File: config.mk
export PLATFORM = sky130hd
export DESIGN_NAME = imu_tilt_attitude_estimator
export DESIGN_NICKNAME = d
export VERILOG_FILES = /design/src/imu_tilt_pkg.sv /design/src/imu_tilt_ctrl.sv /design/src/imu_tilt_dp.sv /design/src/imu_tilt_attitude_estimator.sv
export SDC_FILE = /design/constraint.sdc
export NUM_CORES = 2
export LEC_CHECK = 0
export BUFFER_PORTS_ARGS = -buffer_cell sky130_fd_sc_hd__buf_2
export CORE_UTILIZATION = 36
export CTS_CLUSTER_SIZE = 40
export DETAILED_ROUTE_END_ITERATION = 7
export GPL_ROUTABILITY_DRIVEN = 0
export GPL_TIMING_DRIVEN = 0
export PLACE_DENSITY = 0.57
export SLEW_MARGIN = 20
export SYNTH_ARGS = -nofsm -noshare
export SYNTH_HDL_FRONTEND = slang
export SYNTH_SLANG_ARGS = --single-unit
File: constraint.sdc
create_clock -name clk_i -period 11.3 [get_ports clk_i]
set_input_delay 1.695 -clock clk_i [delete_from_list [all_inputs] [get_ports clk_i]]
set_output_delay 1.695 -clock clk_i [all_outputs]
set_load 0.01 [all_outputs]
File: src/imu_tilt_pkg.sv
// shared types, constants and the cordic angle table of the imu tilt estimator
// no dependencies
package imu_tilt_pkg;

  localparam int unsigned NumAxes     = 6;
  localparam int unsigned DataW       = 16;
  localparam int unsigned DiffW       = 17;
  localparam int unsigned CountW      = 16;
  localparam int unsigned SumW        = 32;
  localparam int unsigned PeriodW     = 24;
  localparam int unsigned WeightW     = 16;
  localparam int unsigned CalibCount  = 200;
  localparam int unsigned CordicSteps = 16;
  localparam int unsigned DivSteps    = 32;
  localparam int unsigned CntW        = 5;
  localparam int unsigned CorW        = 29;
  localparam int unsigned AngW        = 26;
  localparam int unsigned ProdW       = 43;
  localparam int unsigned AccW        = 44;
  localparam int unsigned YawW        = 48;
  localparam int unsigned OutYawW     = 27;
  localparam int          OneG        = 4096;
  localparam int          GainComp    = 26981;
  localparam int          AngLimit    = 23040;
  localparam int          Deg90       = 90 * 65536;

  localparam int unsigned AxX = 0;
  localparam int unsigned AxY = 1;
  localparam int unsigned AxZ = 2;
  localparam int unsigned GyZ = 5;

  localparam logic RegPeriod = 1'b0;
  localparam logic RegWeight = 1'b1;

  typedef enum logic [1:0] {
    ACT_CAL = 2'd0,
    ACT_UPD = 2'd1,
    ACT_CLR = 2'd2
  } action_e;

  typedef enum logic [1:0] {
    MUL_NUM  = 2'd0,
    MUL_PREV = 2'd1,
    MUL_RAW  = 2'd2,
    MUL_YAW  = 2'd3
  } mul_sel_e;

  typedef struct packed {
    logic            capture;
    logic            clear;
    logic            cal_acc;
    logic            div_init;
    logic            div_step;
    logic            offs_set;
    logic            cor_load;
    logic            cor_step;
    logic            sel;
    logic [CntW-1:0] idx;
    logic            mul_en;
    mul_sel_e        mul_sel;
    logic            acc_load;
    logic            smooth_wr;
    logic            yaw_wr;
  } cmd_t;

  typedef struct packed {
    logic cal_reach;
  } status_t;

  // atan(2^-i) in 2^-16 degree
  function automatic logic signed [AngW-1:0] atan_lut(logic [CntW-1:0] i);
    logic signed [AngW-1:0] r;
    unique case (i)
      5'd0:    r = AngW'(2949120);
      5'd1:    r = AngW'(1740967);
      5'd2:    r = AngW'(919879);
      5'd3:    r = AngW'(466945);
      5'd4:    r = AngW'(234379);
      5'd5:    r = AngW'(117304);
      5'd6:    r = AngW'(58666);
      5'd7:    r = AngW'(29335);
      5'd8:    r = AngW'(14668);
      5'd9:    r = AngW'(7334);
      5'd10:   r = AngW'(3667);
      5'd11:   r = AngW'(1833);
      5'd12:   r = AngW'(917);
      5'd13:   r = AngW'(458);
      5'd14:   r = AngW'(229);
      5'd15:   r = AngW'(115);
      5'd16:   r = AngW'(57);
      5'd17:   r = AngW'(29);
      5'd18:   r = AngW'(14);
      5'd19:   r = AngW'(7);
      5'd20:   r = AngW'(4);
      5'd21:   r = AngW'(2);
      5'd22:   r = AngW'(1);
      default: r = '0;
    endcase
    return r;
  endfunction

endpackage

File: src/imu_tilt_ctrl.sv
// sequencer of the imu tilt estimator: steps the datapath through each action
// depends on imu_tilt_pkg
module imu_tilt_ctrl
  import imu_tilt_pkg::*;
(
  input  logic       clk_i,
  input  logic       rst_ni,
  input  logic       in_valid_i,
  input  logic [1:0] action_i,
  input  status_t    status_i,
  input  logic       out_free_i,
  output logic       in_ready_o,
  output cmd_t       cmd_o,
  output logic       out_load_o,
  output logic       out_done_o
);

  typedef enum logic [13:0] {
    S_IDLE  = 14'h0001,
    S_CAL   = 14'h0002,
    S_DINIT = 14'h0004,
    S_DIV   = 14'h0008,
    S_OFFS  = 14'h0010,
    S_LOAD  = 14'h0020,
    S_ITER  = 14'h0040,
    S_SM1   = 14'h0080,
    S_SM2   = 14'h0100,
    S_SM3   = 14'h0200,
    S_YAW1  = 14'h0400,
    S_YAW2  = 14'h0800,
    S_CLR   = 14'h1000,
    S_OUT   = 14'h2000
  } state_e;

  state_e          state_q, state_d;
  logic [CntW-1:0] cnt_q, cnt_d;
  logic            pass_q, pass_d;
  logic            done_q, done_d;

  always_comb begin
    state_d    = state_q;
    cnt_d      = cnt_q;
    pass_d     = pass_q;
    done_d     = done_q;
    cmd_o      = '0;
    cmd_o.sel  = pass_q;
    cmd_o.idx  = cnt_q;
    in_ready_o = 1'b0;
    out_load_o = 1'b0;
    out_done_o = done_q;
    unique case (state_q)
      S_IDLE: begin
        in_ready_o = 1'b1;
        if (in_valid_i) begin
          cmd_o.capture = 1'b1;
          pass_d        = 1'b0;
          done_d        = 1'b0;
          unique case (action_i)
            ACT_CAL: state_d = S_CAL;
            ACT_UPD: state_d = S_LOAD;
            ACT_CLR: state_d = S_CLR;
            default: state_d = S_OUT;
          endcase
        end
      end
      S_CAL: begin
        cmd_o.cal_acc = 1'b1;
        state_d = status_i.cal_reach ? S_DINIT : S_OUT;
      end
      S_DINIT: begin
        cmd_o.div_init = 1'b1;
        cnt_d   = '0;
        state_d = S_DIV;
      end
      S_DIV: begin
        cmd_o.div_step = 1'b1;
        cnt_d = cnt_q + 1'b1;
        if (cnt_q == CntW'(DivSteps - 1)) begin
          state_d = S_OFFS;
        end
      end
      S_OFFS: begin
        cmd_o.offs_set = 1'b1;
        done_d  = 1'b1;
        state_d = S_OUT;
      end
      S_LOAD: begin
        cmd_o.cor_load = 1'b1;
        cnt_d   = '0;
        state_d = S_ITER;
      end
      S_ITER: begin
        cmd_o.cor_step = 1'b1;
        // pitch numerator is formed while the roll pass runs
        if (!pass_q) begin
          cmd_o.mul_en  = 1'b1;
          cmd_o.mul_sel = MUL_NUM;
        end
        cnt_d = cnt_q + 1'b1;
        if (cnt_q == CntW'(CordicSteps - 1)) begin
          pass_d  = ~pass_q;
          state_d = pass_q ? S_SM1 : S_LOAD;
        end
      end
      S_SM1: begin
        cmd_o.mul_en  = 1'b1;
        cmd_o.mul_sel = MUL_PREV;
        state_d = S_SM2;
      end
      S_SM2: begin
        cmd_o.acc_load = 1'b1;
        cmd_o.mul_en   = 1'b1;
        cmd_o.mul_sel  = MUL_RAW;
        state_d = S_SM3;
      end
      S_SM3: begin
        cmd_o.smooth_wr = 1'b1;
        pass_d  = ~pass_q;
        state_d = pass_q ? S_YAW1 : S_SM1;
      end
      S_YAW1: begin
        cmd_o.mul_en  = 1'b1;
        cmd_o.mul_sel = MUL_YAW;
        state_d = S_YAW2;
      end
      S_YAW2: begin
        cmd_o.yaw_wr = 1'b1;
        state_d = S_OUT;
      end
      S_CLR: begin
        cmd_o.clear = 1'b1;
        state_d = S_OUT;
      end
      S_OUT: begin
        if (out_free_i) begin
          out_load_o = 1'b1;
          state_d    = S_IDLE;
        end
      end
      default: state_d = S_IDLE;
    endcase
  end

  always_ff @(posedge clk_i or negedge rst_ni) begin
    if (!rst_ni) begin
      state_q <= S_IDLE;
      cnt_q   <= '0;
      pass_q  <= 1'b0;
      done_q  <= 1'b0;
    end else begin
      state_q <= state_d;
      cnt_q   <= cnt_d;
      pass_q  <= pass_d;
      done_q  <= done_d;
    end
  end

endmodule

File: src/imu_tilt_dp.sv
// datapath of the imu tilt estimator: sums, divider lanes, cordic unit,
// shared multiplier, smoothing and yaw accumulator; depends on imu_tilt_pkg
module imu_tilt_dp
  import imu_tilt_pkg::*;
(
  input  logic                        clk_i,
  input  logic                        rst_ni,
  input  cmd_t                        cmd_i,
  input  logic [NumAxes*DataW-1:0]    sample_i,
  input  logic                        cfg_valid_i,
  input  logic                        cfg_index_i,
  input  logic [PeriodW-1:0]          cfg_data_i,
  output status_t                     status_o,
  output logic signed [DataW-1:0]     roll_o,
  output logic signed [DataW-1:0]     pitch_o,
  output logic [OutYawW-1:0]          yaw_o
);

  // architectural state
  logic signed [SumW-1:0]  sums_q [NumAxes];
  logic [CountW-1:0]       count_q;
  logic signed [DataW-1:0] offs_q [NumAxes];
  logic signed [DataW-1:0] prev_roll_q, prev_pitch_q;
  logic signed [YawW-1:0]  yaw_q;
  logic [PeriodW-1:0]      period_q;
  logic [WeightW-1:0]      weight_q;

  // working registers
  logic signed [DataW-1:0] v_q [NumAxes];
  logic [SumW-1:0]         num_q [NumAxes];
  logic [CountW-1:0]       rem_q [NumAxes];
  logic                    neg_q [NumAxes];
  logic signed [CorW-1:0]  cx_q, cy_q;
  logic signed [AngW-1:0]  cz_q;
  logic                    zero_q;
  logic signed [DataW-1:0] raw_roll_q;
  logic signed [ProdW-1:0] prod_q, acc_q;

  logic signed [DiffW-1:0]  diff     [NumAxes];
  logic signed [SumW:0]     sum_ext  [NumAxes];
  logic signed [SumW-1:0]   sum_sat  [NumAxes];
  logic [SumW-1:0]          mag      [NumAxes];
  logic [CountW:0]          dtry     [NumAxes];
  logic                     dge      [NumAxes];
  logic [CountW-1:0]        rem_nx   [NumAxes];
  logic signed [SumW+1:0]   avg      [NumAxes];
  logic signed [DataW-1:0]  offs_new [NumAxes];
  logic [CountW-1:0]        cnt_inc;
  logic signed [CorW-1:0]   ld_x, ld_y, pr_x, pr_y, sx, sy, nx, ny;
  logic signed [AngW-1:0]   pr_z, nz, atan_v, ang;
  logic                     pr_zero;
  logic signed [DataW-1:0]  raw_pitch, prev_sel, raw_sel, sm_val;
  logic signed [17:0]       mul_a;
  logic signed [24:0]       mul_b;
  logic signed [AccW-1:0]   sm_sum, sm_sh;
  logic signed [YawW:0]     y_sum;
  logic signed [YawW-1:0]   y_sat;

  function automatic logic signed [DataW-1:0] to_out(logic signed [AngW-1:0] z);
    logic signed [AngW:0] t;
    logic signed [DataW-1:0] r;
    t = ((AngW+1)'(z) + (AngW+1)'(256)) >>> 9;
    if (t > (AngW+1)'(AngLimit)) begin
      r = DataW'(AngLimit);
    end else if (t < (AngW+1)'(-AngLimit)) begin
      r = DataW'(-AngLimit);
    end else begin
      r = t[DataW-1:0];
    end
    return r;
  endfunction

  always_comb begin
    for (int i = 0; i < NumAxes; i++) begin
      diff[i]    = DiffW'(v_q[i]) - DiffW'(offs_q[i]);
      sum_ext[i] = (SumW+1)'(sums_q[i]) + (SumW+1)'(v_q[i]);
      if (sum_ext[i][SumW] != sum_ext[i][SumW-1]) begin
        sum_sat[i] = {sum_ext[i][SumW], {(SumW-1){~sum_ext[i][SumW]}}};
      end else begin
        sum_sat[i] = sum_ext[i][SumW-1:0];
      end
      mag[i]    = sums_q[i][SumW-1] ? SumW'(-sums_q[i]) : SumW'(sums_q[i]);
      // one restoring divide step per cycle in each lane
      dtry[i]   = {rem_q[i], num_q[i][SumW-1]};
      dge[i]    = dtry[i] >= {1'b0, count_q};
      rem_nx[i] = dge[i] ? CountW'(dtry[i] - {1'b0, count_q}) : dtry[i][CountW-1:0];
      avg[i]    = $signed({2'b00, num_q[i]});
      if (neg_q[i]) begin
        avg[i] = -avg[i];
      end
      if (i == AxZ) begin
        avg[i] = avg[i] - (SumW+2)'(OneG);
      end
      if (avg[i] > (SumW+2)'(32767)) begin
        offs_new[i] = DataW'(32767);
      end else if (avg[i] < (SumW+2)'(-32768)) begin
        offs_new[i] = DataW'(-32768);
      end else begin
        offs_new[i] = avg[i][DataW-1:0];
      end
    end
    cnt_inc = (count_q == '1) ? count_q : count_q + 1'b1;
    status_o.cal_reach = cnt_inc >= CountW'(CalibCount);

    // cordic load with quadrant pre-rotation
    if (!cmd_i.sel) begin
      ld_x = CorW'(diff[AxZ]) <<< 8;
      ld_y = CorW'(diff[AxY]) <<< 8;
    end else begin
      ld_x = cx_q;
      ld_y = CorW'(prod_q >>> 6);
    end
    pr_zero = (ld_x == '0) && (ld_y == '0);
    pr_x = ld_x;
    pr_y = ld_y;
    pr_z = '0;
    if (ld_x < 0) begin
      if (ld_y >= 0) begin
        pr_x = ld_y;
        pr_y = -ld_x;
        pr_z = AngW'(Deg90);
      end else begin
        pr_x = -ld_y;
        pr_y = ld_x;
        pr_z = AngW'(-Deg90);
      end
    end

    sx     = cx_q >>> cmd_i.idx;
    sy     = cy_q >>> cmd_i.idx;
    atan_v = atan_lut(cmd_i.idx);
    if (!cy_q[CorW-1]) begin
      nx = cx_q + sy;
      ny = cy_q - sx;
      nz = cz_q + atan_v;
    end else begin
      nx = cx_q - sy;
      ny = cy_q + sx;
      nz = cz_q - atan_v;
    end

    ang       = zero_q ? '0 : cz_q;
    raw_pitch = to_out(ang);

    prev_sel = cmd_i.sel ? prev_pitch_q : prev_roll_q;
    raw_sel  = cmd_i.sel ? raw_pitch : raw_roll_q;
    unique case (cmd_i.mul_sel)
      MUL_NUM: begin
        mul_a = -18'(diff[AxX]);
        mul_b = 25'(GainComp);
      end
      MUL_PREV: begin
        mul_a = 18'(prev_sel);
        mul_b = $signed({9'd0, weight_q});
      end
      MUL_RAW: begin
        mul_a = 18'(raw_sel);
        mul_b = $signed({8'd0, 17'h10000 - {1'b0, weight_q}});
      end
      MUL_YAW: begin
        mul_a = 18'(diff[GyZ]);
        mul_b = $signed({1'b0, period_q});
      end
      default: begin
        mul_a = '0;
        mul_b = '0;
      end
    endcase

    sm_sum = AccW'(acc_q) + AccW'(prod_q) + AccW'(32768);
    sm_sh  = sm_sum >>> 16;
    if (sm_sh > AccW'(32767)) begin
      sm_val = DataW'(32767);
    end else if (sm_sh < AccW'(-32768)) begin
      sm_val = DataW'(-32768);
    end else begin
      sm_val = sm_sh[DataW-1:0];
    end

    y_sum = (YawW+1)'(yaw_q) + (YawW+1)'(prod_q);
    if (y_sum[YawW] != y_sum[YawW-1]) begin
      y_sat = {y_sum[YawW], {(YawW-1){~y_sum[YawW]}}};
    end else begin
      y_sat = y_sum[YawW-1:0];
    end
  end

  always_ff @(posedge clk_i or negedge rst_ni) begin
    if (!rst_ni) begin
      for (int i = 0; i < NumAxes; i++) begin
        sums_q[i] <= '0;
        offs_q[i] <= '0;
      end
      count_q      <= '0;
      prev_roll_q  <= '0;
      prev_pitch_q <= '0;
      yaw_q        <= '0;
      period_q     <= PeriodW'(16777);
      weight_q     <= WeightW'(45875);
    end else begin
      if (cfg_valid_i) begin
        unique case (cfg_index_i)
          RegPeriod: period_q <= cfg_data_i;
          RegWeight: weight_q <= cfg_data_i[WeightW-1:0];
          default:   period_q <= period_q;
        endcase
      end
      if (cmd_i.clear) begin
        for (int i = 0; i < NumAxes; i++) begin
          sums_q[i] <= '0;
          offs_q[i] <= '0;
        end
        count_q      <= '0;
        prev_roll_q  <= '0;
        prev_pitch_q <= '0;
        yaw_q        <= '0;
      end
      if (cmd_i.cal_acc) begin
        for (int i = 0; i < NumAxes; i++) begin
          sums_q[i] <= sum_sat[i];
        end
        count_q <= cnt_inc;
      end
      if (cmd_i.offs_set) begin
        for (int i = 0; i < NumAxes; i++) begin
          offs_q[i] <= offs_new[i];
        end
      end
      if (cmd_i.smooth_wr) begin
        if (cmd_i.sel) begin
          prev_pitch_q <= sm_val;
        end else begin
          prev_roll_q <= sm_val;
        end
      end
      if (cmd_i.yaw_wr) begin
        yaw_q <= y_sat;
      end
    end
  end

  always_ff @(posedge clk_i) begin
    if (cmd_i.capture) begin
      for (int i = 0; i < NumAxes; i++) begin
        v_q[i] <= sample_i[i*DataW +: DataW];
      end
    end
    if (cmd_i.div_init) begin
      for (int i = 0; i < NumAxes; i++) begin
        num_q[i] <= mag[i] + SumW'(count_q[CountW-1:1]);
        rem_q[i] <= '0;
        neg_q[i] <= sums_q[i][SumW-1];
      end
    end
    if (cmd_i.div_step) begin
      for (int i = 0; i < NumAxes; i++) begin
        num_q[i] <= {num_q[i][SumW-2:0], dge[i]};
        rem_q[i] <= rem_nx[i];
      end
    end
    if (cmd_i.cor_load) begin
      cx_q   <= pr_x;
      cy_q   <= pr_y;
      cz_q   <= pr_z;
      zero_q <= pr_zero;
      if (cmd_i.sel) begin
        raw_roll_q <= to_out(ang);
      end
    end
    if (cmd_i.cor_step) begin
      cx_q <= nx;
      cy_q <= ny;
      cz_q <= nz;
    end
    if (cmd_i.mul_en) begin
      prod_q <= ProdW'(mul_a) * ProdW'(mul_b);
    end
    if (cmd_i.acc_load) begin
      acc_q <= prod_q;
    end
  end

  assign roll_o  = prev_roll_q;
  assign pitch_o = prev_pitch_q;
  assign yaw_o   = yaw_q[YawW-1 -: OutYawW];

endmodule

File: src/imu_tilt_attitude_estimator.sv
// Tilt and heading estimator for six-axis IMU samples. One item is worked at a
// time: an attitude update runs two 16-step passes of the shared CORDIC unit
// (roll, then pitch) and the multiplier steps for smoothing and yaw; a
// calibrate item runs the 32-step offset divider once the sample count is
// reached. A finished result sits in the output register while the next
// item is taken. Configuration writes are taken in any cycle.
// depends on imu_tilt_pkg, imu_tilt_ctrl, imu_tilt_dp
module imu_tilt_attitude_estimator
  import imu_tilt_pkg::*;
(
  input  logic                     clk_i,
  input  logic                     rst_ni,
  input  logic                     s_axis_tvalid_i,
  output logic                     s_axis_tready_o,
  // accel_x, accel_y, accel_z, rate_x, rate_y, rate_z
  input  logic [NumAxes*DataW-1:0] s_axis_tdata_i,
  // action
  input  logic [1:0]               s_axis_tuser_i,
  output logic                     m_axis_tvalid_o,
  input  logic                     m_axis_tready_i,
  // roll_angle, pitch_angle, yaw_angle, zero fill
  output logic [63:0]              m_axis_tdata_o,
  // calib_done
  output logic [0:0]               m_axis_tuser_o,
  input  logic                     cfg_valid_i,
  output logic                     cfg_ready_o,
  input  logic                     cfg_index_i,
  input  logic [PeriodW-1:0]       cfg_data_i
);

  cmd_t                    cmd;
  status_t                 status;
  logic                    in_ready, out_load, out_done, out_free;
  logic signed [DataW-1:0] roll, pitch;
  logic [OutYawW-1:0]      yaw;
  logic                    m_valid_q;
  logic [63:0]             m_data_q;
  logic [0:0]              m_user_q;

  assign out_free = !m_valid_q || m_axis_tready_i;

  imu_tilt_ctrl u_ctrl (
    .clk_i      (clk_i),
    .rst_ni     (rst_ni),
    .in_valid_i (s_axis_tvalid_i),
    .action_i   (s_axis_tuser_i),
    .status_i   (status),
    .out_free_i (out_free),
    .in_ready_o (in_ready),
    .cmd_o      (cmd),
    .out_load_o (out_load),
    .out_done_o (out_done)
  );

  imu_tilt_dp u_dp (
    .clk_i       (clk_i),
    .rst_ni      (rst_ni),
    .cmd_i       (cmd),
    .sample_i    (s_axis_tdata_i),
    .cfg_valid_i (cfg_valid_i),
    .cfg_index_i (cfg_index_i),
    .cfg_data_i  (cfg_data_i),
    .status_o    (status),
    .roll_o      (roll),
    .pitch_o     (pitch),
    .yaw_o       (yaw)
  );

  always_ff @(posedge clk_i or negedge rst_ni) begin
    if (!rst_ni) begin
      m_valid_q <= 1'b0;
    end else if (out_load) begin
      m_valid_q <= 1'b1;
    end else if (m_axis_tready_i) begin
      m_valid_q <= 1'b0;
    end
  end

  always_ff @(posedge clk_i) begin
    if (out_load) begin
      m_data_q <= {5'd0, yaw, pitch, roll};
      m_user_q <= out_done;
    end
  end

  assign s_axis_tready_o = in_ready;
  assign m_axis_tvalid_o = m_valid_q;
  assign m_axis_tdata_o  = m_data_q;
  assign m_axis_tuser_o  = m_user_q;
  assign cfg_ready_o     = 1'b1;

endmodule

; ---- Word-level counts from Yosys, hierarchy flattened
; Memory sizes are Yosys's and may differ from the RTL's.
; Cells that the tools add are included.
[word_totals]
regBits = 661
ram_bits = 390
romBits = 704
inputBits = 128
out_inout_bits = 68
word_cells = 320
memories = 5
[classes]
add_sub_neg = 51
multipliers = 1
n_lt_le_gt_ge = 25
eq_ne = 33
shift = 2
mux = 129
n_bitwise = 21
n_reduce_logical = 23
[mem_list]
columns = name, depth, word_bits, rd, rd_ports_with_merged_regs, wr, line
row1 = (name not given), 32, 22, 1, 0, 0, imu_tilt_pkg.sv:73  ; unique case (i)
row2 = u_dp.num_q, 6, 32, 6, 0, 6, imu_tilt_dp.sv:30  ; logic [SumW-1:0] num_q [NumAxes];
row3 = u_dp.rem_q, 6, 16, 6, 0, 6, imu_tilt_dp.sv:31  ; logic [CountW-1:0] rem_q [NumAxes];
row4 = u_dp.v_q, 6, 16, 6, 0, 6, imu_tilt_dp.sv:29  ; logic signed [DataW-1:0] v_q [NumAxes];
row5 = u_dp.neg_q, 6, 1, 6, 0, 6, imu_tilt_dp.sv:32  ; logic neg_q [NumAxes];
[ops]
columns = op, n
row1 = $mux W16, 39
row2 = $mux W32, 18
row3 = $mux W192, 2
row4 = $mux W29, 12
row5 = $gt A34 B16 Y1 const B, 6
row6 = $lt A34 B16 Y1 const B, 6
row7 = $mux W34, 6
row8 = $neg A32 Y34, 6
row9 = $add A32 B16 Y33, 6
row10 = $add A32 B15 Y32, 6
row11 = $mux W96, 2
row12 = $neg A32 Y32, 6
row13 = $pmux W14 S12, 1
row14 = $mux W26, 6
row15 = $mux W48, 3
row16 = $ge A17 B16 Y1, 6
row17 = $pmux W25 S4, 1
row18 = $sub A16 B16 Y16, 6
row19 = $pmux W18 S4, 1
row20 = $mux W14, 5
row21 = $sub A16 B16 Y17, 4
row22 = $add A29 B29 Y29, 2
row23 = $logic_not A29 Y1, 2
row24 = $neg A29 Y29, 2
row25 = other kinds (65), 131

; ---- Depth between registers and ports, before layout
[depth]
depth_word = 8
depth_mapped = 42
depth_no_buf = 39

; ---- By module
; A second synthesis with hierarchy kept.
[unflattened]
hier_cells = 10131
hier_area_um2 = 87913.1
[by_module_without_submodules]
columns = module, instances, cells_each, area_each_um2, seq_area_each_um2
row1 = imu_tilt_dp, 1, 9900, 84612.4, 21648.3
row2 = imu_tilt_attitude_estimator, 1, 71, 1901.8, 1826.8
row3 = imu_tilt_ctrl, 1, 160, 1398.8, 526.8

; ---- Worst setup path after synthesis
; No wires, ideal clock.
[synth_path]
path_kind = register to register
start = reg u_ctrl.state_q[12]
end = reg u_dp.prod_q[37], data pin
setup_time_ns = 0.260
arrival_time_ns = 9.685
required_ns = 11.040
setup_slack_ns = 1.356
path_stages_with_launch = 35
path_buffers = 5
period_less_slack_ns = 9.944
path_cell_list = dfrtp_1 -> nor2_1 -> and3_1 -> clkbuf_1 -> nand3_1 -> or3b_2 -> clkbuf_1 -> inv_1 -> clkbuf_1 -> buf_1 -> a22oi_1 -> nand2_1 -> clkbuf_1 -> nand2_1 -> fa_1 -> inv_1 -> fa_1 -> fa_1 -> fa_1 -> fa_1 -> inv_1 -> fa_1 -> inv_1 -> ha_1 -> a21o_1 -> a21o_1 -> a21o_1 -> a21o_1 -> a21o_1 -> a31oi_1 -> o31ai_1 -> and2_1 -> a2111oi_0 -> nor3_1 -> xnor2_1
[synth_via]
elab_chain_cells = 5
word_cells_on_any_way = 12
classes_between = mul (1) / eq/ne (7) / mux (3) / reduce/logical (1)
[synth_lines]
columns = item, line
row1 = start: declaration, imu_tilt_ctrl.sv:35  ; state_e state_q, state_d;
row2 = start signal: assignment, imu_tilt_ctrl.sv:151  ; state_q <= state_d;
row3 = "$eq A14 B11 Y1, or another cell as far along", imu_tilt_ctrl.sv:51  ; unique case (state_q)
row4 = $pmux W3 S4 *, imu_tilt_ctrl.sv:51
row5 = "$eq A2 B2 Y1, or another cell as far along", imu_tilt_dp.sv:147  ; unique case (cmd_i.mul_sel)
row6 = $pmux W18 S4 / $pmux W25 S4 (equally long branches), imu_tilt_dp.sv:147
row7 = $mul A18 B25 Y43 *, imu_tilt_dp.sv:276  ; prod_q <= ProdW'(mul_a) * ProdW'(mul_b);
row8 = end signal: assignment, imu_tilt_dp.sv:276
row9 = end: declaration, imu_tilt_dp.sv:37  ; logic signed [ProdW-1:0] prod_q, acc_q;
; Mark *: on every way between the ends. The rest lies on a longest branch, timed or not. The select of a mux whose other input is x is not followed.
; A chain may end at the register's enable or synchronous reset.

==> results_dict.tcl <==
set metrics [dict create \
    status "complete, no violations" \
    rows 181 \
    finalCritPeriodShare_pct 97.5 \
    cpPeakStageDelay_ns 0.71 \
    cts_root_buf "clkbuf_16" \
    yosys.cell_types.count 105 \
    rrSetupSlack_ns 0.28 \
    grt_util_met3_pct 4.78 \
    grt_first_pass_wirelength_mm 485 \
    final_cells 13900 \
    synthFlopType "edfxtp_1" \
    p_leak_nw 40.9 \
    synth-compound-area-share_pct 18.9 \
    synth_fa_ha_area_share_pct 18.4 \
    setup_viol 0 \
    clk_pin_slew_ns 0.06 \
    yosysWarnings 0 \
    synth_xor_area_share_pct 7.67 \
    critPathMaxFanout 10 \
    synth_top_family_by_area "compound AO/OA/AOI/OAI gates" \
    hold_buffers 0 \
    initialDrtViolationCount 9321 \
    cts_max_level 3 \
    crit_top_cell "fa_1" \
    antenna_left 0 \
    num_vias 81600 \
    die_width_um 498 \
    grt_max_degree 88 \
    synth-edff-count 507 \
    utilization_pct 40.2 \
    tns_ns 0 \
    wire_per_inst_um 23.3 \
    initial_core_util_pct 36.3 \
    max_slew_margin_pct 18.9 \
    grt_pass1_vias 78000 \
    synth.area.mux_share_pct 4.46 \
    cts_tree "yes" \
    min_to "m_axis_tuser_o" \
    finClkSkew_ns 0.0562 \
    start_kind "register" \
    holdCritPathClass "reg -> reg" \
    post_dp_cell_area_um2 94200 \
    port_buffers 157 \
    drv_slew 0 \
    async_flop_share_pct 40.8 \
    peakVddDrop_uv 807 \
    gr-usage-met1_pct 34.8 \
    cts_buffers 105 \
    fin_nets 11800 \
    end_kind "register" \
    max_freq_mhz 90.8 \
    yosysSeqAreaShare_pct 27.0 \
    cpLargestDelayFamily "compound AO/OA/AOI/OAI gates" \
    crit_required_ns 11.78 \
    firstDrtPassIters 8 \
    ys_seq_elements 857 \
    criticalPathCategory "reg -> reg" \
    drc_errors 0 \
    postSynthCellCount 10300 \
    die_h_um 498 \
    clk_latency_ns 0.79 \
    ios 196 \
    p_total_mw 31.5 \
    synth_top_area_share_pct 17.2 \
    worst_slew_pin_slew_ns 1.22 \
    ctsLongestPathBuffers 3 \
    hold_viol_final 0 \
    hp-start "u_ctrl.out_done_o" \
    min_path_cells 0 \
    yosysTopAreaCell "edfxtp_1" \
    synthTopCellsByArea "edfxtp_1 (17%), ha_1 (10%), dfrtp_1 (9.4%)" \
    avgSynthCellArea_um2 8.66 \
    cpMaxStageDelayCell "o21ai_1" \
    area.growth.synth_to_final_pct 10.7 \
    maxCapViolCount 0 \
    hpwl_mm 256 \
    cp_data_arrival_time_ns 11.50 \
    antenna_found_initial 20 \
    netlist_area_um2 88700 \
    clock-sinks 857 \
    use_met2_pct 38.0 \
    r2r_end "u_dp.prod_q[41]" \
    r2r_cells 34 \
    overflow 0 \
    routed_wirelength_mm 323 \
    design_area_um2 98300 \
    dp_cells 13600 \
    p_per_area_nw_per_um2 321 \
    layout-drive-gt1-share_pct 7.53 \
    synthSimpleGateAreaFrac_pct 18.1 \
    min_period_ns 11.02 \
    timing.rr.start "u_dp.v_q[0][1]" \
    post_drt_via_cell_ratio 5.89 \
    crit_buf_inv 4 \
    grt_usage_pct 25.3 \
    top_usage_layer "met2" \
    grt_setup_unrepaired "false" \
    core_area_um2 244000 \
    die_area_um2 248000 \
]
[metal layers]
layer / routed length (um) / up-vias
met5: 84 / -
met4: 17100 / 14
met3: 28600 / 827
met2: 137000 / 3874
met1: 140000 / 39600
li1: - / 37300
[worst max-delay path by stage]
stage                                   from              end  slack, ns  cells past startpoint
after floorplan           u_ctrl.state_q[12]  u_dp.prod_q[37]       1.36                     34
after detailed placement       u_ctrl.pass_q  u_dp.prod_q[37]      -1.66                     36
after global placement         u_ctrl.pass_q  u_dp.prod_q[37]      -2.23                     32
after global routing           u_ctrl.pass_q  u_dp.prod_q[37]       0.03                     31
after CTS                        u_dp.zero_q  u_dp.prod_q[37]       0.04                     39
final                         u_dp.v_q[0][1]  u_dp.prod_q[41]       0.28                     34
[Yosys cell counts, types with 222 or more instances]
| cell | count |
|---|---|
| a21oi_1 | 672 |
| nor3_1 | 222 |
| o21ai_0 | 644 |
| dfrtp_1 | 335 |
| nor2_1 | 977 |
| xnor2_1 | 464 |
| xor2_1 | 313 |
| edfxtp_1 | 507 |
| ha_1 | 706 |
| fa_1 | 372 |
| inv_1 | 803 |
| nand2_1 | 1033 |
| clkbuf_1 | 389 |
[through the flow]
step / worst slack (ns) / hold WS [ns]
2_1_floorplan: 1.36 / 0.425
3_3_place_gp: -2.23 / 0.438
3_5_place_dp: -1.66 / 0.444
4_1_cts: 0.0372 / 0.464
5_1_grt: 0.0254 / 0.494
6_report: 0.285 / 0.460
[worst reg2reg max path, delay by kind of cell (launching register included)]
| kind | cells | cell delay, ns |
|---|---|---|
| fa+ha+maj | 8 | 3.82 |
| simple gates | 2 | 0.28 |
| buf+inv | 4 | 0.95 |
| xor+xnor | 2 | 0.29 |
| compound gates | 18 | 4.90 |
| flops | 1 | 0.47 |
[report_power, final]
group | leakage, nW | total, mW | internal (mW) | switching, mW
registers | 9.13 | 5.26 | 4.53 | 0.734
logic | 30.0 | 22.6 | 9.19 | 13.4
clock network | 1.80 | 3.65 | 2.09 | 1.56
total | 40.9 | 31.5 | 15.8 | 15.7
[cell usage in the layout (no fill, tap or decap), types with 94 or more instances in the layout]
| master | synthesis | final |
|---|---|---|
| o21ai_0 | 644 | 641 |
| nand4_1 | 94 | 94 |
| and2_1 | 108 | 106 |
| edfxtp_1 | 507 | 507 |
| or3_1 | 94 | 94 |
| xnor2_1 | 464 | 464 |
| a21oi_1 | 672 | 663 |
| clkbuf_16 | 0 | 107 |
| fa_1 | 372 | 372 |
| clkbuf_1 | 389 | 371 |
| xor2_1 | 313 | 313 |
| a31oi_1 | 99 | 99 |
| inv_1 | 803 | 803 |
| o31ai_1 | 105 | 101 |
| dfrtp_1 | 335 | 335 |
| nor2b_1 | 117 | 117 |
| nor3_1 | 222 | 218 |
| nand3_1 | 186 | 186 |
| buf_2 | 13 | 179 |
| nand2b_1 | 107 | 107 |
| nor2_1 | 977 | 976 |
| ha_1 | 706 | 706 |
| a21o_1 | 180 | 179 |
| mux2i_1 | 128 | 125 |
| nand2_1 | 1033 | 1031 |
| o211ai_1 | 94 | 94 |
[flip-flops by register name (all words and copies together), names as in the netlist, 4 cells and up]
| name | count |
|---|---|
| m_axis_tdata_o | 59 |
| u_ctrl.cnt_q | 5 |
| u_ctrl.state_q | 14 |
| u_dp.acc_q | 43 |
| u_dp.count_q | 16 |
| u_dp.cx_q | 29 |
| u_dp.cy_q | 29 |
| u_dp.cz_q | 26 |
| u_dp.neg_q | 4 |
| u_dp.num_q | 128 |
| u_dp.offs_q | 64 |
| u_dp.period_q | 24 |
| u_dp.pitch_o | 16 |
| u_dp.prod_q | 43 |
| u_dp.raw_roll_q | 16 |
| u_dp.rem_q | 64 |
| u_dp.roll_o | 16 |
| u_dp.sums_q | 128 |
| u_dp.v_q | 64 |
| u_dp.weight_q | 16 |
| u_dp.yaw_q | 48 |
[repair_timing]
action                                  in CTS  in global routing
buffers inserted                             6                  3
pin swaps                                    3                  4
endpoints found under the setup margin      27                 15
resized for setup                           32                 40
[cells by family after synthesis]
kind of cell / count (synthesis)
flip-flops: 857
AND/OR/NAND/NOR: 3379
XOR/XNOR: 777
adder cells (fa/ha/maj): 1079
multiplexers: 284
buffers and inverters: 1268
AO/OA/AOI/OAI: 2606
other: 2
[final cells by class]
class / count / area (um^2)
multi-input combinational: 8131 / 60300
buffer: 451 / 1810
antenna: 8 / 20.0
inverter: 807 / 3030
fill: 24400 / 146000
tap: 3202 / 4010
clock buffer: 135 / 2910
timing repair buffer: 197 / 1390
clock inverter: 63 / 766
sequential: 857 / 24000
(Power assumes the default switching activity.)
